File: src/design/lcfs_pkg.sv
// Shared constants, types and the base color table of the fragment shader.
package lcfs_pkg;

    localparam int COLOR_BITS_DEF   = 8;
    localparam int UV_FRAC_BITS_DEF = 8;

    localparam logic [15:0] LIGHT_X_RST = 16'd256;
    localparam logic [15:0] LIGHT_Y_RST = 16'd512;
    localparam logic [15:0] LIGHT_Z_RST = 16'd384;

    // Configuration register indexes
    localparam logic [1:0] REG_LIGHT_X = 2'd0;
    localparam logic [1:0] REG_LIGHT_Y = 2'd1;
    localparam logic [1:0] REG_LIGHT_Z = 2'd2;

    // Q16 shading constants
    localparam logic [16:0] ONE_Q16        = 17'd65536;
    localparam logic [16:0] AMBIENT_Q16    = 17'd11796;
    localparam logic [15:0] DIFFUSE_Q16    = 16'd53740;
    localparam logic [16:0] CHECK_DARK_Q16 = 17'd51118;
    localparam logic [32:0] HALF_Q16       = 33'd32768;

    localparam int SQRT_STEPS = 32;
    localparam int DIV_STEPS  = 16;

    // Per-item sideband carried down the pipe
    typedef struct packed {
        logic       chk_hi;
        logic [1:0] kind;
    } t_side;

    // Base color in Q16 for block kind and channel (0 red, 1 green, 2 blue)
    function automatic logic [15:0] base_color(input logic [1:0] kind, input logic [1:0] ch);
        logic [15:0] v;
        v = 16'd0;
        unique case (kind)
            2'd0: v = 16'd47186;
            2'd1: begin
                unique case (ch)
                    2'd0:    v = 16'd19661;
                    2'd1:    v = 16'd44564;
                    default: v = 16'd20972;
                endcase
            end
            2'd2: begin
                unique case (ch)
                    2'd0:    v = 16'd40632;
                    2'd1:    v = 16'd26214;
                    default: v = 16'd13107;
                endcase
            end
            default: begin
                unique case (ch)
                    2'd0:    v = 16'd18350;
                    2'd1:    v = 16'd31457;
                    default: v = 16'd49152;
                endcase
            end
        endcase
        return v;
    endfunction

endpackage

File: src/design/lcfs_sqrt.sv
// Pipelined integer square root, one result bit per stage.
module lcfs_sqrt (
    input  logic                  i_clk,
    input  logic                  i_rst_n,
    input  logic                  i_en,
    input  logic                  i_valid,
    input  logic [63:0]           i_p,
    input  logic signed [32:0]    i_d,
    input  lcfs_pkg::t_side       i_side,
    output logic                  o_valid,
    output logic [31:0]           o_s,
    output logic signed [32:0]    o_d,
    output lcfs_pkg::t_side       o_side
);

    localparam int N = lcfs_pkg::SQRT_STEPS;

    logic               w_v [N+1];
    logic [63:0]        w_x [N+1];
    logic [63:0]        w_r [N+1];
    logic signed [32:0] w_d [N+1];
    lcfs_pkg::t_side    w_s [N+1];

    assign w_v[0] = i_valid;
    assign w_x[0] = i_p;
    assign w_r[0] = 64'd0;
    assign w_d[0] = i_d;
    assign w_s[0] = i_side;

    for (genvar k = 0; k < N; k++) begin : g_step
        localparam logic [63:0] BIT = 64'd1 << (62 - 2 * k);
        logic               r_v;
        logic [63:0]        r_x, r_r;
        logic signed [32:0] r_d;
        lcfs_pkg::t_side    r_s;
        logic [64:0]        w_t;
        logic [63:0]        n_x, n_r;

        // trial subtract of r + bit
        always_comb begin
            w_t = 65'(w_r[k]) + 65'(BIT);
            if (65'(w_x[k]) >= w_t) begin
                n_x = w_x[k] - w_t[63:0];
                n_r = (w_r[k] >> 1) + BIT;
            end else begin
                n_x = w_x[k];
                n_r = w_r[k] >> 1;
            end
        end

        always_ff @(posedge i_clk) begin
            if (!i_rst_n) begin
                r_v <= 1'b0;
            end else if (i_en) begin
                r_v <= w_v[k];
            end
        end

        always_ff @(posedge i_clk) begin
            if (i_en) begin
                r_x <= n_x;
                r_r <= n_r;
                r_d <= w_d[k];
                r_s <= w_s[k];
            end
        end

        assign w_v[k+1] = r_v;
        assign w_x[k+1] = r_x;
        assign w_r[k+1] = r_r;
        assign w_d[k+1] = r_d;
        assign w_s[k+1] = r_s;
    end

    assign o_valid = w_v[N];
    assign o_s     = w_r[N][31:0];
    assign o_d     = w_d[N];
    assign o_side  = w_s[N];

endmodule

File: config.mk
export PLATFORM = sky130hd
export DESIGN_NAME = lcfs_sqrt
export DESIGN_NICKNAME = d
export VERILOG_FILES = /design/src/design/lcfs_pkg.sv /design/src/design/lcfs_sqrt.sv
export SDC_FILE = /design/constraint.sdc
export NUM_CORES = 2
export LEC_CHECK = 0
export BUFFER_PORTS_ARGS = -buffer_cell sky130_fd_sc_hd__buf_2
export CORE_AREA = 2 2 578 724
export CTS_CLUSTER_SIZE = 14
export DETAILED_ROUTE_END_ITERATION = 16
export DIE_AREA = 0 0 580 726
export PLACE_DENSITY = 0.55
export SLEW_MARGIN = 20
export SYNTH_ARGS = -nofsm -noshare
export SYNTH_HDL_FRONTEND = slang
export SYNTH_SLANG_ARGS = --single-unit
File: constraint.sdc
create_clock -name i_clk -period 3.2 [get_ports i_clk]
set_input_delay 0.64 -clock i_clk [delete_from_list [all_inputs] [get_ports i_clk]]
set_output_delay 0.64 -clock i_clk [all_outputs]
set_load 0.01 [all_outputs]
**Word level (Yosys, flattened, before mapping)**

Cells that the tools add are included.

- Input bits: 104
- Output and inout port bits: 69
- Register bits: 5184

- $lt $le $gt $ge: 32
- Add/sub/neg operators: 93
- Multiplexer cells: 63

Operators by type and width:

| cell | number |
|---|---|
| 64-bit by 65-bit >= comparator with 1-bit output | 31 |
| 64-bit 2-to-1 mux | 31 |
| 63-bit 2-to-1 mux | 31 |
| 64-bit subtractor | 30 |
| 64-bit by 1-bit adder with 65-bit output (second input constant) | 1 |
| 64-bit by 11-bit adder with 65-bit output (second input constant) | 1 |
| 64-bit by 13-bit adder with 65-bit output (second input constant) | 1 |
| 64-bit by 15-bit adder with 65-bit output (second input constant) | 1 |
| 64-bit by 17-bit adder with 65-bit output (second input constant) | 1 |
| 64-bit by 19-bit adder with 65-bit output (second input constant) | 1 |
| 64-bit by 21-bit adder with 65-bit output (second input constant) | 1 |
| 64-bit by 23-bit adder with 65-bit output (second input constant) | 1 |
| 64-bit by 25-bit adder with 65-bit output (second input constant) | 1 |
| 64-bit by 27-bit adder with 65-bit output (second input constant) | 1 |
| 64-bit by 29-bit adder with 65-bit output (second input constant) | 1 |
| 64-bit by 3-bit adder with 65-bit output (second input constant) | 1 |
| 64-bit by 31-bit adder with 65-bit output (second input constant) | 1 |
| 64-bit by 33-bit adder with 65-bit output (second input constant) | 1 |
| 64-bit by 35-bit adder with 65-bit output (second input constant) | 1 |
| 64-bit by 37-bit adder with 65-bit output (second input constant) | 1 |
| 64-bit by 39-bit adder with 65-bit output (second input constant) | 1 |
| 64-bit by 41-bit adder with 65-bit output (second input constant) | 1 |
| 64-bit by 43-bit adder with 65-bit output (second input constant) | 1 |
| 64-bit by 45-bit adder with 65-bit output (second input constant) | 1 |
| other kinds (45) | 45 |

**Longest topological paths before layout**

- Word-level depth: 3
- Depth in mapped cells: 14
- Gate-level depth less buffers: 12

**Worst setup path before layout**

OpenSTA, ideal clock, no wires.

- Path type: register -> register
- Start point: register g_step[26].r_x[10]
- End point: register g_step[27].r_x[58], data pin
- Slack: -304 ps
- Data arrival time: 3246 ps
- Period minus slack after synthesis: 3504 ps
- Stages on the path, launching flop included: 12
- Data required time: 2942 ps
- Setup time: 258 ps
- Path through: edfxtp_1 ha_1 o21ai_0 a2111oi_0 and2_1 a21o_1 o21ai_0 o21a_1 clkbuf_1 nor4_1 nand4_1 xnor2_1

- Longest elaborated chain between the ends: 2
- Elaborated cells between the ends (all ways): 3

Ends and longest elaborated chain:

| item | line | text |
|---|---|---|
| from (decl) | lcfs_sqrt.sv:33 | `logic [63:0] r_x, r_r;` |
| from (signal assigned) | lcfs_sqrt.sv:61 | `r_x <= n_x;` |
| 64-bit subtractor or 64-bit by 65-bit >= comparator with 1-bit output (tied branches) | lcfs_sqrt.sv:43, lcfs_sqrt.sv:42 |  |
| 64-bit 2-to-1 mux * | lcfs_sqrt.sv:42 | `if (65'(w_x[k]) >= w_t) begin` |
| via g_step[27].n_x[58] | lcfs_sqrt.sv:37 | `logic [63:0] n_x, n_r;` |
| to (signal assigned) | lcfs_sqrt.sv:61 |  |
| to (decl) | lcfs_sqrt.sv:33 |  |

The timed path passes the listed nets; every way through them passes the cells marked *.
A chain may end at the register's enable or synchronous reset.

**Worst setup path in the final report**

- Start point: register g_step[26].r_x[11]
- End point: register g_step[27].r_x[43], data pin

The elaborated chain is that of the path after synthesis.

==> impl_metrics.ini <==
[outcome]
outcome = finished, violations left
violations = negative setup slack

[finish]
nets = 14500
area_delta_synth_final_pct = 30.1
multi_input_area_mm2 = 0.0486
seq_area_mm2 = 0.111
fin_util_pct = 49.2
design_area_mm2 = 0.204
drive_gt1_share_pct = 29.2
nFillCells = 35200

[timing]
fin_tns_setup_ps = -40340
skew_ps = 82.5
hold_viol = 0
slew_viol_final = 0
setup_slack_ps = -426
fmax_mhz = 276
slew_headroom_pct = 32.2
setup_violations = 312
min_period_ps = 3630
holdWs_ps = 152
worst_pin_slew_ps = 1020
rsz0062_at_grt = true
fin_crit_sh_pct = 113

[grt]
busiest_layer = met2
grt_max_degree = 122
use_met1_pct = 16.3
gr-usage-met3_pct = 2.52
grt_pass1_wl_um = 642000
use_met2_pct = 42.0
antenna_found_initial = 20
overflow = 0
grt.total_usage_pct = 20.2
grt_pass1_vias = 106000

[critical_path]
path_max_fanout = 4
cp-start-kind = register
path_buf_inv = 2
worstPathArrival_ps = 4320
criticalPathCategory = reg2reg
slowest_delay_ps = 520
cp_cell_sequence = ha_4, or4b_4, nor4_4, buf_4, nand4b_1, o21ai_2, o21ai_2, buf_4, a211o_4, or3_1, xnor2_1
worstPathRequired_ps = 3890
critPathSlowestCell = or4b_4
end_kind = register
path_delay_family = simple AND/OR/NAND/NOR gates

[floorplan]
io_pins = 173
die_y_um = 726
die_x_um = 580
rows = 265
die_area_mm2 = 0.421
start_util_pct = 37.8
coreArea_mm2 = 0.415

[logic_synthesis]
synth-adder-area-share_pct = 4.45
ys_seq_elements = 3696
synth_top_cell_by_area = edfxtp_1
synthFlopType = edfxtp_1
async_flop_share_pct = 0
avgSynthCellArea_um2 = 14.3
synth_edf_count = 3664
netlist.area_leader.share_pct = 70.1
syn-num-nets = 11600
synth_top_family_by_area = simple AND/OR/NAND/NOR gates
ys_types = 95
synth_xor_area_share_pct = 4.77
syn_inst = 11000
netlist_area_mm2 = 0.157
yosys_warnings = 0
yosys-top-cells-area = edfxtp_1, ha_1, xnor2_1, xor2_1, a21oi_1
yosys.area_share.simple_pct = 9.74
synthMuxAreaShare_pct = 0.929
synth_seq_area_share_pct = 70.5
synth_compound_area_share_pct = 7.37

[clocking]
clockBufferDepth = 4
clk_pin_slew_worst_paths_ps = 60
root_buffer = clkbuf_16
cts_made_buffers = 380
cts_tree = done
htreeDepth = 5
cts_sinks = 3696
clk_latency_ps = 1000

[min_path]
hp-class = in2reg

[pwr]
powerDensity_mw_per_mm2 = 687
vdd_ir_drop_max_uv = 527
p_leak_uw = 0.0780

[place]
gp_congestion = 0.969
port_buffers = 172
pre_cts_ws_ps = -994
postPlaceCellArea_mm2 = 0.182
dp_hpwl_um = 327000

[drt]
drtIter0Drc = 5050
ant_nets = 0
avgViaCountPerCell = 5.03
drt_wl_total_um = 433000
vias = 99200
drc = 0
drt-pass1-iter-count = 7
wire_per_inst_um = 22.0

[job]
max_cap_violations = 0
[cells in the final DEF (no fill, tap or decap), types with 96 or more instances in the layout]
master	netlist	routed
buf_12	0	106
o21a_1	116	111
nand4_1	190	190
nand2b_1	112	109
o21ai_0	438	347
nor3_1	249	194
clkbuf_16	0	381
buf_2	8	171
nor2b_1	102	96
edfxtp_1	3664	3664
nand3_1	176	140
a21o_1	224	223
xor2_1	352	331
buf_6	1	122
inv_1	700	679
nand2_1	594	535
xnor2_1	503	474
dlygate4sd3_1	0	101
nor4_1	346	294
ha_1	558	475
buf_4	0	2206
a21oi_1	607	526
nor2_1	661	579
[area by class of cell]
cell class              instances  area share [%]
flip-flops and latches       3696            54.2
multi-input cells            6334            23.8
repair buffers               2735            11.0
clock buffers                 445            4.80
well taps                    5473            3.35
clock inverters               256            1.41
inverters                     706            1.31
diodes                         63          0.0772
[cells in the mapped netlist (116+ instances only)]
library cell	n
nor4_1	346
xnor2_1	503
nor2_1	661
edfxtp_1	3664
a21oi_1	607
nor3_1	249
inv_1	700
clkbuf_1	186
nand4_1	190
o21ai_0	438
xor2_1	352
ha_1	558
nand3_1	176
nand2_1	594
o21a_1	116
a21o_1	224
[sequential cells by signal (all words and copies together), names as in the netlist]
name,flops
g_step.r_d,1023
g_step.r_r,528
g_step.r_s,93
g_step.r_v,31
g_step.r_x,1984
o_d,33
o_side,3
o_valid,1
[repair_timing]
action,CTS,global route
gates resized for setup,1088,240
cloned,21,1
endpoints found under the setup margin,765,723
buffers inserted,176,87
endpoints found under the hold margin,101,0
hold buffers,101,0
pin swaps,393,185
[power by group]
part / total [uW] / switching (uW) / internal (uW) / leakage (uW)
logic: 32100 / 16800 / 15300 / 0.0362
registers: 63200 / 3520 / 59700 / 0.0357
clock network: 44900 / 19300 / 25600 / 0.00611
[routing by layer]
layer | up-vias | share of wire [%]
met5 | - | 0.017
met4 | 10 | 9.5
met3 | 1180 | 2.7
met2 | 1960 | 59
met1 | 48600 | 29
li1 | 47400 | -
[per-stage QoR]
step,cells,power [uW]
final,19700,140000
after global routing,19700,147000
after CTS,19600,141000
after detailed placement,18600,93000
after global placement,18600,92600
after floorplan,11000,77500
[path summary, 6_finish.rpt]
check | startpoint | endpoint | slack, ps | cells past startpoint
max | g_step[26].r_x[11]$_DFFE_PP_ | g_step[27].r_x[43]$_DFFE_PP_ | -430 | 11
min | i_rst_n | g_step[11].r_v$_SDFFE_PN0P_ | 150 | 2
max reg2reg | g_step[26].r_x[11]$_DFFE_PP_ | g_step[27].r_x[43]$_DFFE_PP_ | -430 | 11
min reg2reg | g_step[19].r_d[18]$_DFFE_PP_ | g_step[20].r_d[18]$_DFFE_PP_ | 390 | 0
[cells by family after synthesis]
| family | Yosys count |
|---|---|
| flip-flops | 3696 |
| buffers and inverters | 925 |
| adder cells (fa/ha/maj) | 558 |
| XOR/XNOR | 855 |
| multiplexers | 135 |
| AO/OA/AOI/OAI | 1854 |
| AND/OR/NAND/NOR | 2932 |
[worst register-to-register path, cell delays in order (launching register included)]
cell      delay [ps]
edfxtp_1         430
ha_4             300
or4b_4           520
nor4_4           280
buf_4            150
nand4b_1         330
o21ai_2          310
o21ai_2          120
buf_4            150
a211o_4          290
or3_1            330
xnor2_1          140
Power figures use the tool's default switching activity.
