$ cat src/design/lcfs_pkg.sv
// Shared constants, types and the base color table of the fragment shader.
package lcfs_pkg;

    localparam int COLOR_BITS_DEF   = 8;
    localparam int UV_FRAC_BITS_DEF = 8;

    localparam logic [15:0] LIGHT_X_RST = 16'd256;
    localparam logic [15:0] LIGHT_Y_RST = 16'd512;
    localparam logic [15:0] LIGHT_Z_RST = 16'd384;

    // Configuration register indexes
    localparam logic [1:0] REG_LIGHT_X = 2'd0;
    localparam logic [1:0] REG_LIGHT_Y = 2'd1;
    localparam logic [1:0] REG_LIGHT_Z = 2'd2;

    // Q16 shading constants
    localparam logic [16:0] ONE_Q16        = 17'd65536;
    localparam logic [16:0] AMBIENT_Q16    = 17'd11796;
    localparam logic [15:0] DIFFUSE_Q16    = 16'd53740;
    localparam logic [16:0] CHECK_DARK_Q16 = 17'd51118;
    localparam logic [32:0] HALF_Q16       = 33'd32768;

    localparam int SQRT_STEPS = 32;
    localparam int DIV_STEPS  = 16;

    // Per-item sideband carried down the pipe
    typedef struct packed {
        logic       chk_hi;
        logic [1:0] kind;
    } t_side;

    // Base color in Q16 for block kind and channel (0 red, 1 green, 2 blue)
    function automatic logic [15:0] base_color(input logic [1:0] kind, input logic [1:0] ch);
        logic [15:0] v;
        v = 16'd0;
        unique case (kind)
            2'd0: v = 16'd47186;
            2'd1: begin
                unique case (ch)
                    2'd0:    v = 16'd19661;
                    2'd1:    v = 16'd44564;
                    default: v = 16'd20972;
                endcase
            end
            2'd2: begin
                unique case (ch)
                    2'd0:    v = 16'd40632;
                    2'd1:    v = 16'd26214;
                    default: v = 16'd13107;
                endcase
            end
            default: begin
                unique case (ch)
                    2'd0:    v = 16'd18350;
                    2'd1:    v = 16'd31457;
                    default: v = 16'd49152;
                endcase
            end
        endcase
        return v;
    endfunction

endpackage

$ cat src/design/lcfs_color.sv
// Color stages: light factor, base color, checker, unorm scale and output register.
module lcfs_color #(
    parameter int COLOR_BITS = lcfs_pkg::COLOR_BITS_DEF
) (
    input  logic                   i_clk,
    input  logic                   i_rst_n,
    input  logic                   i_en,
    input  logic                   i_valid,
    input  logic [16:0]            i_diff,
    input  lcfs_pkg::t_side        i_side,
    output logic                   o_valid,
    output logic [COLOR_BITS-1:0]  o_red,
    output logic [COLOR_BITS-1:0]  o_green,
    output logic [COLOR_BITS-1:0]  o_blue
);

    localparam logic [32:0] MAXV = 33'((34'd1 << COLOR_BITS) - 34'd1);

    logic            r_va, r_vb, r_vc, r_vd;
    logic [16:0]     r_lit;
    lcfs_pkg::t_side r_sa, r_sb;
    logic [16:0]     r_t [3];
    logic [16:0]     r_c [3];
    logic [COLOR_BITS-1:0] r_q [3];
    logic [32:0]     w_dm;
    logic [32:0]     w_tp [3];
    logic [32:0]     w_cp [3];
    logic [32:0]     w_qp [3];
    logic [COLOR_BITS-1:0] n_q [3];
    logic [16:0]     w_chk;

    assign w_dm  = 33'(lcfs_pkg::DIFFUSE_Q16) * 33'(i_diff);
    assign w_chk = r_sb.chk_hi ? lcfs_pkg::ONE_Q16 : lcfs_pkg::CHECK_DARK_Q16;

    // per-channel products with rounding
    always_comb begin
        for (int ch = 0; ch < 3; ch++) begin
            w_tp[ch] = 33'(r_lit) * 33'(lcfs_pkg::base_color(r_sa.kind, 2'(ch)))
                       + lcfs_pkg::HALF_Q16;
            w_cp[ch] = 33'(r_t[ch]) * 33'(w_chk) + lcfs_pkg::HALF_Q16;
            w_qp[ch] = 33'(r_c[ch]) * MAXV + lcfs_pkg::HALF_Q16;
            if ((w_qp[ch] >> 16) > MAXV) begin
                n_q[ch] = MAXV[COLOR_BITS-1:0];
            end else begin
                n_q[ch] = w_qp[ch][16 +: COLOR_BITS];
            end
        end
    end

    always_ff @(posedge i_clk) begin
        if (!i_rst_n) begin
            r_va <= 1'b0;
            r_vb <= 1'b0;
            r_vc <= 1'b0;
            r_vd <= 1'b0;
        end else if (i_en) begin
            r_va <= i_valid;
            r_vb <= r_va;
            r_vc <= r_vb;
            r_vd <= r_vc;
        end
    end

    always_ff @(posedge i_clk) begin
        if (i_en) begin
            r_lit <= lcfs_pkg::AMBIENT_Q16 + w_dm[32:16];
            r_sa  <= i_side;
            r_sb  <= r_sa;
            for (int ch = 0; ch < 3; ch++) begin
                r_t[ch] <= w_tp[ch][32:16];
                r_c[ch] <= w_cp[ch][32:16];
                r_q[ch] <= n_q[ch];
            end
        end
    end

    assign o_valid = r_vd;
    assign o_red   = r_q[0];
    assign o_green = r_q[1];
    assign o_blue  = r_q[2];

endmodule
$ cat config.mk
export PLATFORM = sky130hd
export DESIGN_NAME = lcfs_color
export DESIGN_NICKNAME = d
export VERILOG_FILES = /design/src/design/lcfs_pkg.sv /design/src/design/lcfs_color.sv
export SDC_FILE = /design/constraint.sdc
export NUM_CORES = 2
export LEC_CHECK = 0
export BUFFER_PORTS_ARGS = -buffer_cell sky130_fd_sc_hd__buf_2
export CORE_MARGIN = 10
export CORE_UTILIZATION = 24
export CTS_CLUSTER_DIAMETER = 60
export DETAILED_ROUTE_END_ITERATION = 8
export PLACE_DENSITY = 0.45
export RECOVER_POWER = 100
export SLEW_MARGIN = 30
export SYNTH_ARGS = -nofsm -noshare
export SYNTH_HDL_FRONTEND = slang
export SYNTH_SLANG_ARGS = --single-unit
$ cat constraint.sdc
create_clock -name i_clk -period 7.95 [get_ports i_clk]
set_clock_uncertainty 0.05 [all_clocks]
set_input_delay 2.385 -clock i_clk [delete_from_list [all_inputs] [get_ports i_clk]]
set_output_delay 2.385 -clock i_clk [all_outputs]
set_load 0.05 [all_outputs]
# [After elaboration in Yosys (flattened, before gate mapping)]
# Memory sizes are Yosys's and may differ from the RTL's.
# Cells that the tools add are included.
[op_classes] eq_ne=2 multipliers=10 reduce_logical=1 shift=0 bitwise=0 n_lt_le_gt_ge=3 n_addsub=10 mux=9 div_mod_pow=0
[op_table] op="33-bit by 16-bit adder with 33-bit output, second input constant" n=6
[op_table] op="16-bit case mux with 3 select lines" n=3
[op_table] op="17-bit by 16-bit multiplier with 33-bit output" n=3
[op_table] op="17-bit by 17-bit multiplier with 33-bit output" n=3
[op_table] op="25-bit by 16-bit adder with 26-bit output, second input constant" n=3
[op_table] op="17-bit by 8-bit multiplier with 25-bit output, second input constant" n=3
[op_table] op="14-bit by 17-bit multiplier with 31-bit output, first input constant" n=1
[op_table] op="10-bit by 8-bit > comparator with 1-bit output, second input constant" n=3
[op_table] op="8-bit 2-to-1 mux" n=3
[op_table] op="14-bit by 17-bit adder with 17-bit output, first input constant" n=1
[op_table] op="17-bit 2-to-1 mux" n=1
[op_table] op="2-bit by 1-bit equality test with 1-bit output, second input constant" n=1
[op_table] op="2-bit equality test, second input constant" n=1
[op_table] op="2-bit logical NOT" n=1
[op_table] op="1-bit 2-to-1 mux" n=2
[totals] in_bits=24 mem_bits_rw=126 reg_bits=25 mem_count=3 romBits=0 latchBits=0 out_inout_bits=25
[memory_table] name="r_c" words=3 width=17 read_ports=3 rd_clocked_by_memory_dff=0 write_ports=3 line_no="lcfs_color.sv:23" source="logic [16:0] r_c [3];"
[memory_table] name="r_t" words=3 width=17 read_ports=3 rd_clocked_by_memory_dff=0 write_ports=3 line_no="lcfs_color.sv:22" source="logic [16:0] r_t [3];"
[memory_table] name="r_q" words=3 width=8 read_ports=3 rd_clocked_by_memory_dff=0 write_ports=3 line_no="lcfs_color.sv:24" source="logic [COLOR_BITS-1:0] r_q [3];"

# [Logic depth before layout (Yosys ltp)]
# An unclocked memory read counts as a cell.
[logic_depth] depth_word=5 depth_mapped=32

# [Least setup slack after synthesis]
# No wires, ideal clock.
[synth_path] path_kind="input to register" start="input i_diff[8]" end="register r_lit[16], data pin" path_stages=25 setup_slack_ns=-0.544 arrival_ns=8.184 required_ns=7.640 path_cell_list="ha_1 inv_1 fa_1 fa_1 inv_1 fa_1 fa_1 inv_1 fa_1 inv_1 ha_1 a21oi_1 a21boi_0 a211oi_4 o21ai_1 xnor2_1 inv_1 ha_1 or4_1 o211ai_2 o311ai_4 a21boi_2 a2111oi_4 nor3_2 xnor2_1"
[synth_between] elab_chain_cells=2
[synth_lines] item="start, declared" line_no="lcfs_color.sv:9" source="input logic [16:0] i_diff,"
[synth_lines] item="14-bit by 17-bit multiplier with 31-bit output" line_no="lcfs_color.sv:32" source="assign w_dm = 33'(lcfs_pkg::DIFFUSE_Q16) * 33'(i_diff);"
[synth_lines] item="14-bit by 17-bit adder with 17-bit output" line_no="lcfs_color.sv:66" source="r_lit <= lcfs_pkg::AMBIENT_Q16 + w_dm[32:16];"
[synth_lines] item="end signal, assigned" line_no="lcfs_color.sv:66"
[synth_lines] item="end, declared" line_no="lcfs_color.sv:20" source="logic [16:0] r_lit;"
# No other way between the ends.
# A chain may end at the register's enable or synchronous reset.

# [Final worst setup path]
# Same ends and word-level chain as after synthesis.

==> results by group <==
CTS
  – CTS sink cnt: 151
  – Clock Path Buffers: 2
  – CTS buffer count: 17
  – H-tree depth: 4
  – Reg clk slew, reported paths: 0.08 ns
  – TritonCTS clock tree: built
  – Clock Latency Late Sink: 0.57 ns
  – CTS root buffer: clkbuf_16

Floorplan
  – Die width: 512 µm
  – DIE AREA: 262000 µm²
  – I/O pin count: 49
  – Die Ht: 512 µm
  – Total core area: 241000 µm²
  – Row Count: 180
  – Initial Utilization: 24.1%

Synthesis
  – Post-synth top flop: edfxtp_1
  – Async S/R FF share, synth: 0%
  – Post-synthesis cell count: 5703
  – Syn avg cell area: 10.2 µm²
  – Post-synthesis cell type count: 80
  – Syn. warnings: 0
  – FF+latch count, synth: 151
  – Post-Syn Area: 58100 µm²
  – Post-synth EDFFs: 147
  – Sequential cell area fraction in the yosys report: 7.74%

Detailed routing
  – DR iter-0 viols: 1326
  – Vias: 36314
  – Drt wl/cell: 15.7 µm
  – Vias per std cell: 3.97
  – 1st-pass router iterations: 7
  – DRC violations left: 0
  – Number of routed nets with antenna violations: 0
  – Routed WL: 143 mm

Global route
  – GRT overflow: 0
  – Pin count of the biggest net entering global routing: 79
  – Antenna violations before repair: 3
  – GRT Overall Usage: 11.3%
  – Vias in the first global route: 41738
  – First-pass GRT wire length: 235 mm

Critical path
  – Crit-path slowest cell: fa_2
  – CP max stage delay: 0.55 ns
  – Worst setup path category: input pin to flop
  – Critical Path Fanout Max: 3
  – Reg2Reg Depth: 27
  – Critical Path AT: 8.19 ns
  – Crit start category: input pin
  – Worst r2r src: r_sa[1]
  – Worst path most repeated cell: fa_1
  – Reg2reg setup slack: 0.14 ns
  – Reg-to-reg endpoint: r_t[0][49]
  – Crit path capture type: flop
  – Required time worst endpoint: 8.19 ns

STA
  – Min Tclk post-route: 7.95 ns
  – Slew headroom: -205%
  – Fin worst setup slack: -0.00226 ns
  – Final setup vio count: 1
  – Unrepaired setup endpoints after global routing: true
  – Tightest Pin Transition: 4.57 ns
  – Crit share post-route: 100%
  – Fmax: 126 MHz
  – Slew Viols, Final: 79
  – WHS: 0.475 ns
  – Hold Vio Cnt, Final: 0

Finish
  – Layout cell share with drive strength beyond 1: 6.83%
  – Most common cell after layout, fill and taps aside: inv_1
  – Final net count: 8359
  – Most frequent cells in the layout: 1811 x inv_1, 1223 x ha_1, 1156 x fa_1, 272 x buf_4, 164 x nand2_1
  – Layout area overhead: 11.6%

Place
  – IO Port Bufs: 48
  – Final Wtd Congestion: 0.959
  – Dpl hpwl: 132 mm

Hold path
  – Hold path startpoint: r_vb
  – Hold EP: r_vb
  – HP Class: flop to flop
  – Hold depth: 2

Status
  – Violated checks: capacitance limit, slew limit, setup timing
  – Outcome: finished with violations

Run
  – Max Cap Viol: 1
## worst max-delay path by stage
stage | slack [ns] | startpoint | cells after the start | endpoint
floorplan | -0.25 | i_diff[8] | 25 | r_lit[16]
global placement | -0.67 | i_diff[9] | 26 | r_lit[16]
detailed placement | -0.75 | i_diff[9] | 26 | r_lit[16]
CTS | -0.07 | i_diff[8] | 26 | r_lit[16]
global route | -0.22 | i_diff[8] | 27 | r_lit[16]
finish | -0.002 | i_diff[8] | 26 | r_lit[16]
## stage by stage
stage                     setup WS (ns)  utilization, %  std cells  area, µm²  setup TNS, ns
after global placement           -0.665            26.6       9107      64100          -3.42
final                          -0.00226            26.9       9145      64800       -0.00226
after global routing             -0.222            26.9       9143      64800         -0.946
after floorplan                  -0.248               -       5704      58100         -0.279
after CTS                       -0.0712            26.9       9139      64700        -0.0712
after detailed placement         -0.745            26.6       9107      64100          -4.14
## timing repair
| item | in CTS | in global routing |
|---|---|---|
| setup buffers | 0 | 4 |
| gates resized for setup | 3 | 35 |
| pin swaps | 5 | 8 |
| endpoints found under the setup margin | 1 | 18 |
| hold buffers | 0 | 0 |
## critical path: cells and delay by family
kind,cells,cell delay (ns)
xor gates and xnor gates,2,0.27
buffers and inverters,6,0.34
adders and majority gates,8,3.22
and+or+nand+nor,4,1.01
AOI/OAI and AO/OA,6,0.97
## Yosys cell counts, drive strengths merged, types with 17 or more instances
cell type	instances	share of area [%]
nor2b	89	0.96
a21oi	70	0.61
o21a	27	0.35
xnor2	104	1.6
ha	1230	26
nor3	47	0.42
nand4	17	0.18
xor2	53	0.80
fa	1160	40
nand2	164	1.1
a21o	98	1.3
nor2	141	0.91
o21bai	18	0.23
inv	1817	12
clkbuf	106	0.69
and2	76	0.82
edfxtp	147	7.6
nand2b	94	1.0
o21ai	53	0.47
nand3	28	0.26
## cells by family (layout without fill, tap and decap cells)
group / count (synthesis) / after routing / synth area share (%)
AO/OA/AOI/OAI: 362 / 362 / 4.56
flip-flops: 151 / 151 / 7.74
other: 2 / 5 / 0.0129
AND/OR/NAND/NOR: 710 / 710 / 6.26
XOR/XNOR: 157 / 157 / 2.38
multiplexers: 7 / 7 / 0.123
adder cells (fa/ha/maj): 2390 / 2390 / 66.5
buffers and inverters: 1924 / 2178 / 12.4
## sequential cells by signal, indices dropped and copies added (netlist names)
signal / count
r_c: 51
r_t: 51
r_q: 24
r_lit: 17
r_sa: 3
o_valid: 1
r_sb: 1
r_va: 1
r_vb: 1
r_vc: 1
## per-layer routing
| metal | track usage, % | up-vias | part of all wire, % |
|---|---|---|---|
| met5 | 0 | - | 0 |
| met4 | 2.57 | 0 | 2.2 |
| met3 | 1.79 | 121 | 3.7 |
| met2 | 18.7 | 441 | 46 |
| met1 | 15.4 | 17994 | 48 |
| li1 | - | 17758 | - |
## layout make-up
class                      instances  area, µm²
fill                           25610     176000
multi-input combinational       3629      46500
inverter                        1817       6820
sequential                       151       4490
tap                             3185       3990
timing repair buffer             329       2380
clock buffer                      17        425
clock inverter                    15        163
antenna                            2       5.00
Power is not shown: default switching activity piles up to over one toggle a cycle in this logic, so the estimate is an artifact.
