==> src/design/lcfs_pkg.sv <==
// Shared constants, types and the base color table of the fragment shader.
package lcfs_pkg;

    localparam int COLOR_BITS_DEF   = 8;
    localparam int UV_FRAC_BITS_DEF = 8;

    localparam logic [15:0] LIGHT_X_RST = 16'd256;
    localparam logic [15:0] LIGHT_Y_RST = 16'd512;
    localparam logic [15:0] LIGHT_Z_RST = 16'd384;

    // Configuration register indexes
    localparam logic [1:0] REG_LIGHT_X = 2'd0;
    localparam logic [1:0] REG_LIGHT_Y = 2'd1;
    localparam logic [1:0] REG_LIGHT_Z = 2'd2;

    // Q16 shading constants
    localparam logic [16:0] ONE_Q16        = 17'd65536;
    localparam logic [16:0] AMBIENT_Q16    = 17'd11796;
    localparam logic [15:0] DIFFUSE_Q16    = 16'd53740;
    localparam logic [16:0] CHECK_DARK_Q16 = 17'd51118;
    localparam logic [32:0] HALF_Q16       = 33'd32768;

    localparam int SQRT_STEPS = 32;
    localparam int DIV_STEPS  = 16;

    // Per-item sideband carried down the pipe
    typedef struct packed {
        logic       chk_hi;
        logic [1:0] kind;
    } t_side;

    // Base color in Q16 for block kind and channel (0 red, 1 green, 2 blue)
    function automatic logic [15:0] base_color(input logic [1:0] kind, input logic [1:0] ch);
        logic [15:0] v;
        v = 16'd0;
        unique case (kind)
            2'd0: v = 16'd47186;
            2'd1: begin
                unique case (ch)
                    2'd0:    v = 16'd19661;
                    2'd1:    v = 16'd44564;
                    default: v = 16'd20972;
                endcase
            end
            2'd2: begin
                unique case (ch)
                    2'd0:    v = 16'd40632;
                    2'd1:    v = 16'd26214;
                    default: v = 16'd13107;
                endcase
            end
            default: begin
                unique case (ch)
                    2'd0:    v = 16'd18350;
                    2'd1:    v = 16'd31457;
                    default: v = 16'd49152;
                endcase
            end
        endcase
        return v;
    endfunction

endpackage

==> src/design/lcfs_div.sv <==
// Diffuse term: dot / sqrt in Q16, restoring division one bit per stage.
module lcfs_div (
    input  logic                  i_clk,
    input  logic                  i_rst_n,
    input  logic                  i_en,
    input  logic                  i_valid,
    input  logic [31:0]           i_s,
    input  logic signed [32:0]    i_d,
    input  lcfs_pkg::t_side       i_side,
    output logic                  o_valid,
    output logic [16:0]           o_diff,
    output lcfs_pkg::t_side       o_side
);

    localparam int N = lcfs_pkg::DIV_STEPS;

    // setup stage: classify and load remainder
    logic            r_v0, r_pos0, r_full0;
    logic [32:0]     r_rem0;
    logic [31:0]     r_s0;
    lcfs_pkg::t_side r_side0;
    logic            w_pos;

    assign w_pos = (i_d > 33'sd0) && (i_s != 32'd0);

    always_ff @(posedge i_clk) begin
        if (!i_rst_n) begin
            r_v0 <= 1'b0;
        end else if (i_en) begin
            r_v0 <= i_valid;
        end
    end

    always_ff @(posedge i_clk) begin
        if (i_en) begin
            r_pos0  <= w_pos;
            r_full0 <= w_pos && ($unsigned(i_d) >= 33'(i_s));
            r_rem0  <= $unsigned(i_d);
            r_s0    <= i_s;
            r_side0 <= i_side;
        end
    end

    logic            w_v    [N+1];
    logic            w_pos2 [N+1];
    logic            w_full [N+1];
    logic [32:0]     w_rem  [N+1];
    logic [31:0]     w_s    [N+1];
    logic [15:0]     w_q    [N+1];
    lcfs_pkg::t_side w_sd   [N+1];

    assign w_v[0]    = r_v0;
    assign w_pos2[0] = r_pos0;
    assign w_full[0] = r_full0;
    assign w_rem[0]  = r_rem0;
    assign w_s[0]    = r_s0;
    assign w_q[0]    = 16'd0;
    assign w_sd[0]   = r_side0;

    for (genvar k = 0; k < N; k++) begin : g_step
        logic            r_v, r_pos, r_full;
        logic [32:0]     r_rem;
        logic [31:0]     r_s;
        logic [15:0]     r_q;
        lcfs_pkg::t_side r_sd;
        logic [33:0]     w_sh;
        logic [32:0]     n_rem;
        logic            n_bit;

        // shift in a zero and trial subtract the divisor
        always_comb begin
            w_sh = {w_rem[k], 1'b0};
            if (w_sh >= 34'(w_s[k])) begin
                n_rem = 33'(w_sh - 34'(w_s[k]));
                n_bit = 1'b1;
            end else begin
                n_rem = w_sh[32:0];
                n_bit = 1'b0;
            end
        end

        always_ff @(posedge i_clk) begin
            if (!i_rst_n) begin
                r_v <= 1'b0;
            end else if (i_en) begin
                r_v <= w_v[k];
            end
        end

        always_ff @(posedge i_clk) begin
            if (i_en) begin
                r_pos  <= w_pos2[k];
                r_full <= w_full[k];
                r_rem  <= n_rem;
                r_s    <= w_s[k];
                r_q    <= {w_q[k][14:0], n_bit};
                r_sd   <= w_sd[k];
            end
        end

        assign w_v[k+1]    = r_v;
        assign w_pos2[k+1] = r_pos;
        assign w_full[k+1] = r_full;
        assign w_rem[k+1]  = r_rem;
        assign w_s[k+1]    = r_s;
        assign w_q[k+1]    = r_q;
        assign w_sd[k+1]   = r_sd;
    end

    // clamp at one; non-facing or degenerate vectors give zero
    always_comb begin
        if (w_full[N]) begin
            o_diff = lcfs_pkg::ONE_Q16;
        end else if (w_pos2[N]) begin
            o_diff = 17'(w_q[N]);
        end else begin
            o_diff = 17'd0;
        end
    end

    assign o_valid = w_v[N];
    assign o_side  = w_sd[N];

endmodule

==> config.mk <==
export PLATFORM = sky130hd
export DESIGN_NAME = lcfs_div
export DESIGN_NICKNAME = d
export VERILOG_FILES = /design/src/design/lcfs_pkg.sv /design/src/design/lcfs_div.sv
export SDC_FILE = /design/constraint.sdc
export NUM_CORES = 2
export LEC_CHECK = 0
export ABC_CLOCK_PERIOD_IN_PS = 7000
export BUFFER_PORTS_ARGS = -buffer_cell sky130_fd_sc_hd__clkbuf_2
export CAP_MARGIN = 20
export CORE_UTILIZATION = 55
export CTS_CLUSTER_DIAMETER = 80
export DETAILED_ROUTE_END_ITERATION = 8
export GPL_ROUTABILITY_DRIVEN = 0
export GPL_TIMING_DRIVEN = 0
export PLACE_DENSITY_LB_ADDON = 0.12
export RECOVER_POWER = 50
export SLEW_MARGIN = 5
export SYNTH_ARGS = -nofsm -noshare
export SYNTH_HDL_FRONTEND = slang
export SYNTH_SLANG_ARGS = --single-unit
export TNS_END_PERCENT = 10
==> constraint.sdc <==
create_clock -name i_clk -period 7 [get_ports i_clk]
set_input_delay 0.35 -clock i_clk [delete_from_list [all_inputs] [get_ports i_clk]]
set_output_delay 0.35 -clock i_clk [all_outputs]
set_load 0.02 [all_outputs]
==> After elaboration in Yosys (flattened, before gate mapping) <==
Cells that the tools add are included.
W data, S select, Z words.
{ "classes": {"n_addsub": 15, "reduce_logical": 3, "muxes": 33, "order_cmp": 18} }
{ "op_table": {"columns": ["op", "n"], "rows": [
  ["$ge A34 B32 Y1", 16],
  ["$mux W33", 15],
  ["$sub A33 B32 Y33", 15],
  ["$ge A33 B32 Y1", 1],
  ["$gt A33 B1 Y1 const B", 1],
  ["$reduce_bool A32 Y1", 1],
  ["$mux W17", 1],
  ["$mux W1", 16],
  ["$mux W16", 1],
  ["$logic_and A1 B1 Y1", 2]
]} }
{ "totals": {"inputBits": 72, "out_inout_bits": 21, "elab_cells": 217, "regBits": 1278} }

==> Depth between registers and ports, before layout <==
{ "logic_depth": {"ltp_word": 3, "depth_mapped": 15, "ltp_nobuf": 13} }

==> Worst setup path after synthesis <==
No wires, ideal clock.
{ "synth_path": {"path_type": "reg2reg", "start": "register g_step[13].r_s[0]", "end": "register g_step[14].r_rem[10] (data pin)", "setup_ns": 0.260, "synth_period_minus_slack_ns": 3.453, "setup_slack_ns": 3.547, "stages_incl_launch_ff": 14, "arrival_ns": 3.193, "path_cell_list": "edfxtp_1 fa_1 nor2b_1 o21a_1 o211ai_1 and4b_1 or4_1 nand4_1 a41oi_2 o41ai_1 a41o_1 buf_2 buf_4 mux2_2"} }
{ "synth_between": {"elab_chain_len": 2, "elab_cells_between_ends": 3} }
{ "synth_lines": {"columns": ["element", "line_no", "rtl"], "rows": [
  ["from (decl)", "lcfs_div.sv:63", "logic [31:0] r_s;"],
  ["from (signal assigned)", "lcfs_div.sv:95", "r_s <= w_s[k];"],
  ["$sub A33 B32 Y33 / $ge A34 B32 Y1 (equally long branches)", "lcfs_div.sv:74, lcfs_div.sv:73", null],
  ["$mux W33 *", "lcfs_div.sv:73", "if (w_sh >= 34'(w_s[k])) begin"],
  ["net g_step[14].n_rem[10]", "lcfs_div.sv:67", "logic [32:0] n_rem;"],
  ["to (signal assigned)", "lcfs_div.sv:94", "r_rem <= n_rem;"],
  ["to (decl)", "lcfs_div.sv:62", "logic [32:0] r_rem;"]
]} }
Mark *: on every way through the listed nets, which the timed path passes. The rest lies on a longest branch.
A chain may end at the register's enable or synchronous reset.

==> Worst setup path after layout <==
{ "layout_path": {"start": "input i_en", "end": "register g_step[11].r_s[1] (enable)"} }
{ "layout_rtl": {"columns": ["element", "line_no", "rtl"], "rows": [
  ["from (decl)", "lcfs_div.sv:5", "input logic i_en,"],
  ["to (signal assigned)", "lcfs_div.sv:95", null],
  ["to (decl)", "lcfs_div.sv:63", null]
]} }
No word-level cell between the ends.

==> metrics.txt <==
run status=complete, but fails checks; failing checks=capacitance limit, slew limit; WP buf/inv=3; CP Launch Type=input port; CP max FO=112; CTS tree=built; cell count along the critical path=3; post-CTS sizing=0; nets=7,269; clk root buf=clkbuf_16; CP startpoint=i_en; number of synthesized flops with an enable pin=1,261; Mapped Area=0.07226 sq mm; Detailed Place HPWL=125.2 mm; vias post-DR=48,960; setup repair bufs after CTS=0; area of the die=0.1328 sq mm; FP Rows=132; Cell Chain, Critical Path=clkbuf_8 -> buf_16 -> clkbuf_1; HP Start=i_en; fmax=0.1911 GHz; endpoints failing hold=0; remaining global-route overflow=0; main flop type after synthesis=edfxtp_1; Setup crit end kind=flop; CP Data Required Time=7.24 ns; vias per cell=5.765; post-place setup slack=1.937 ns; Worst Path Class, Setup=input port to flop; initial core utilization=0.5560; RSZ-0062 raised after global routing=false; Worst-path clk slew=0.06 ns; worst-margin pin slew=5.797 ns; Sink Count=1,278; R2R cell count=12; synth warn=0; Final Util=0.6211; clk buf depth=3; Total Wirelength=163.6 mm; Die W=364.5 microns; hold path cells=1; first-pass GRT wire length=255.4 mm; FF+latch count, synth=1,278; Num CTS Buffers=146; Total GRT Usage=0.2463; Cells after DPL=8,163; Area Overhead vs Synth=11.71%; setup TNS=0 ns; final number of setup-violating endpoints=0; clk_lat worst skew=0.80 ns; worst hold path type=input port to flop; die height=364.5 microns; min Tclk post-route=5.232 ns; fin. max-slew vios=261; VDD IR max=0.2372 mV; largest net degree at the start of global routing=122; number of global-route vias before repair=47,610; crit-path leading delay family=buffers and inverters; initial antenna violation count=0; H-tree depth=4; Pwr per Cell Area=453.2 mW/mm^2; Layout Cells excl Fill=8,492; asr flop ratio synth=0; Seq/Total Area, Yosys=0.5287; worst setup margin=1.768 ns; initial DRC count=3,934; Syn Nets=6,945; Rel. slew slack=-2.865; share of layout cells above drive strength 1=0.09422; Clock Skew=0.04037 ns; max-cap violations=3; Critical Path Slowest Stage Cell=clkbuf_1; ant diodes=0; max incr delay on CP=3.96 ns; Port Buffers=92; Critical Path AT=5.47 ns; Distinct cells, synth=96; DR pass1 iterations=6; static leakage=33.02 nW; detailed-route DRC error count=0; total power=36.58 mW; Post-Synthesis Cells=6,315; WL per Instance=19.26 microns; reg-to-reg critical path startpoint=r_rem0[1]$_DFFE_PP_; DRT antenna net count=0; Final Cycle Share=0.7474; Core Area=0.1300 sq mm; syn_area_per_cell=11.44 sq um; I/O Pins=93
[cells in the mapped netlist, types with 18 or more instances]
cell | number | area (sq um)
a31oi_1 | 47 | 294.0
mux2_2 | 286 | 3221
a211oi_1 | 29 | 217.7
a21oi_1 | 512 | 2562
xor2_1 | 139 | 1217
and3_1 | 59 | 369.1
nand2b_1 | 61 | 381.6
nor3_1 | 79 | 395.4
mux2i_1 | 34 | 340.3
xnor2_1 | 263 | 2303
o211ai_1 | 30 | 225.2
nor4_1 | 30 | 187.7
nand4_1 | 94 | 588.1
and4_1 | 18 | 157.7
o21bai_1 | 64 | 480.5
o21a_1 | 65 | 488.0
ha_1 | 543 | 6794
nor2b_1 | 92 | 575.6
o31ai_1 | 32 | 240.2
clkbuf_1 | 96 | 360.4
nand3_1 | 102 | 510.5
nor2_1 | 282 | 1059
nand2_1 | 386 | 1449
inv_1 | 695 | 2609
a21o_1 | 261 | 1959
and2_1 | 56 | 350.3
o21ai_0 | 338 | 1692
edfxtp_1 | 1261 | 37870
buf_2 | 22 | 110.1
[worst register-to-register path, cell delays in order, from the launching register on]
cell and delay, ns:
edfxtp_1 0.41, ha_1 0.37, nor2b_1 0.16, o21ai_0 0.18, nand2b_1 0.15, a211oi_1 0.77
o21ai_0 0.24, a21oi_1 0.40, o21ai_1 0.21, nand3_1 0.42, nand2_1 0.31, buf_1 0.50
mux2_2 0.45
[metrics by stage]
step | instance area (sq um) | hold slack, ns
2_1_floorplan | 72260 | 0.4003
3_3_place_gp | 74900 | 0.4000
3_5_place_dp | 75260 | 0.4045
4_1_cts | 80880 | 0.1067
5_1_grt | 80730 | 0.1532
6_report | 80730 | 0.1237
[cells by family after synthesis]
group           share of synthesized area
compound gates                     0.1398
flops                              0.5287
simple gates                      0.09045
mux                               0.04928
xor+xnor                          0.04872
fa+ha+maj                         0.09817
buf+inv                           0.04484
[layer usage]
metal	vias up	GRT usage	part of all wire	routed length [microns]
met5	-	0	0	0
met4	0	0.1006	0.038	6191
met3	334	0.04621	0.056	9149
met2	1285	0.4262	0.49	80130
met1	23500	0.3023	0.42	68100
li1	23850	-	-	-
[power breakdown]
part / internal (mW) / switching [mW]
Clock: 4.48 / 3.18
Combinational: 7.21 / 9.29
Sequential: 11.3 / 1.13
[state kept, by name, indices dropped and copies added, names as in the netlist]
name,count
r_side0,3
r_rem0,33
r_s0,32
g_step.r_s,480
o_side,3
g_step.r_rem,495
r_v0,1
g_step.r_v,15
g_step.r_pos,16
g_step.r_full,16
r_pos0,1
o_valid,1
r_full0,1
g_step.r_q,136
g_step.r_sd,45
[path summary, 6_finish.rpt]
kind | endpoint | slack (ns)
worst max register to register | g_step[0].r_rem[28]$_DFFE_PP_ | 2.20
worst min-delay path | g_step[3].r_sd[1]$_DFFE_PP_ | 0.12
worst max-delay path | g_step[11].r_s[1]$_DFFE_PP_ | 1.77
worst min register to register | g_step[7].r_q[4]$_DFFE_PP_ | 0.40
[cell usage in the layout, fill, tap and decap left out, types with 14 or more instances in the layout]
cell type,Yosys,routed
a211o_1,16,16
nand4_1,94,94
a21oi_1,512,512
nor4_1,30,30
a21boi_0,17,17
o211ai_1,30,30
a31oi_1,47,47
nor2_1,282,282
bufinv_16,0,14
clkinv_2,0,24
and4_1,18,18
mux2_2,286,286
a21o_1,261,261
o21bai_1,64,64
dlygate4sd3_1,0,70
xor2_1,139,139
edfxtp_1,1261,1261
mux2i_1,34,34
nand3_1,102,102
nor2b_1,92,92
and3_1,59,59
o21a_1,65,65
fa_1,15,15
o31ai_1,32,32
xnor2_1,263,263
clkbuf_16,0,146
nor3_1,79,79
clkbuf_2,0,25
inv_1,695,695
nand2b_1,61,61
o21ai_0,338,338
clkbuf_1,96,187
dfxtp_1,17,17
buf_2,22,23
ha_1,543,543
and2_1,56,56
a211oi_1,29,29
nand2_1,386,386
clkinv_1,0,18
[final cells by class]
cell class	count	area [sq um]
plain buffers	140	624.3
repair buffers	176	1359
flip-flops and latches	1278	38210
inverters	697	2616
clock buffers	174	3819
multi-input cells	4200	30820
clock inverters	85	1105
fillers	10270	49250
well taps	1742	2180
[repair_timing]
| item | 4_1_cts | 5_1_grt |
|---|---|---|
| hold buffers | 70 | 0 |
| setup endpoints to repair | 0 | 0 |
| endpoints found under the hold margin | 76 | 0 |
(Power assumes the default switching activity.)
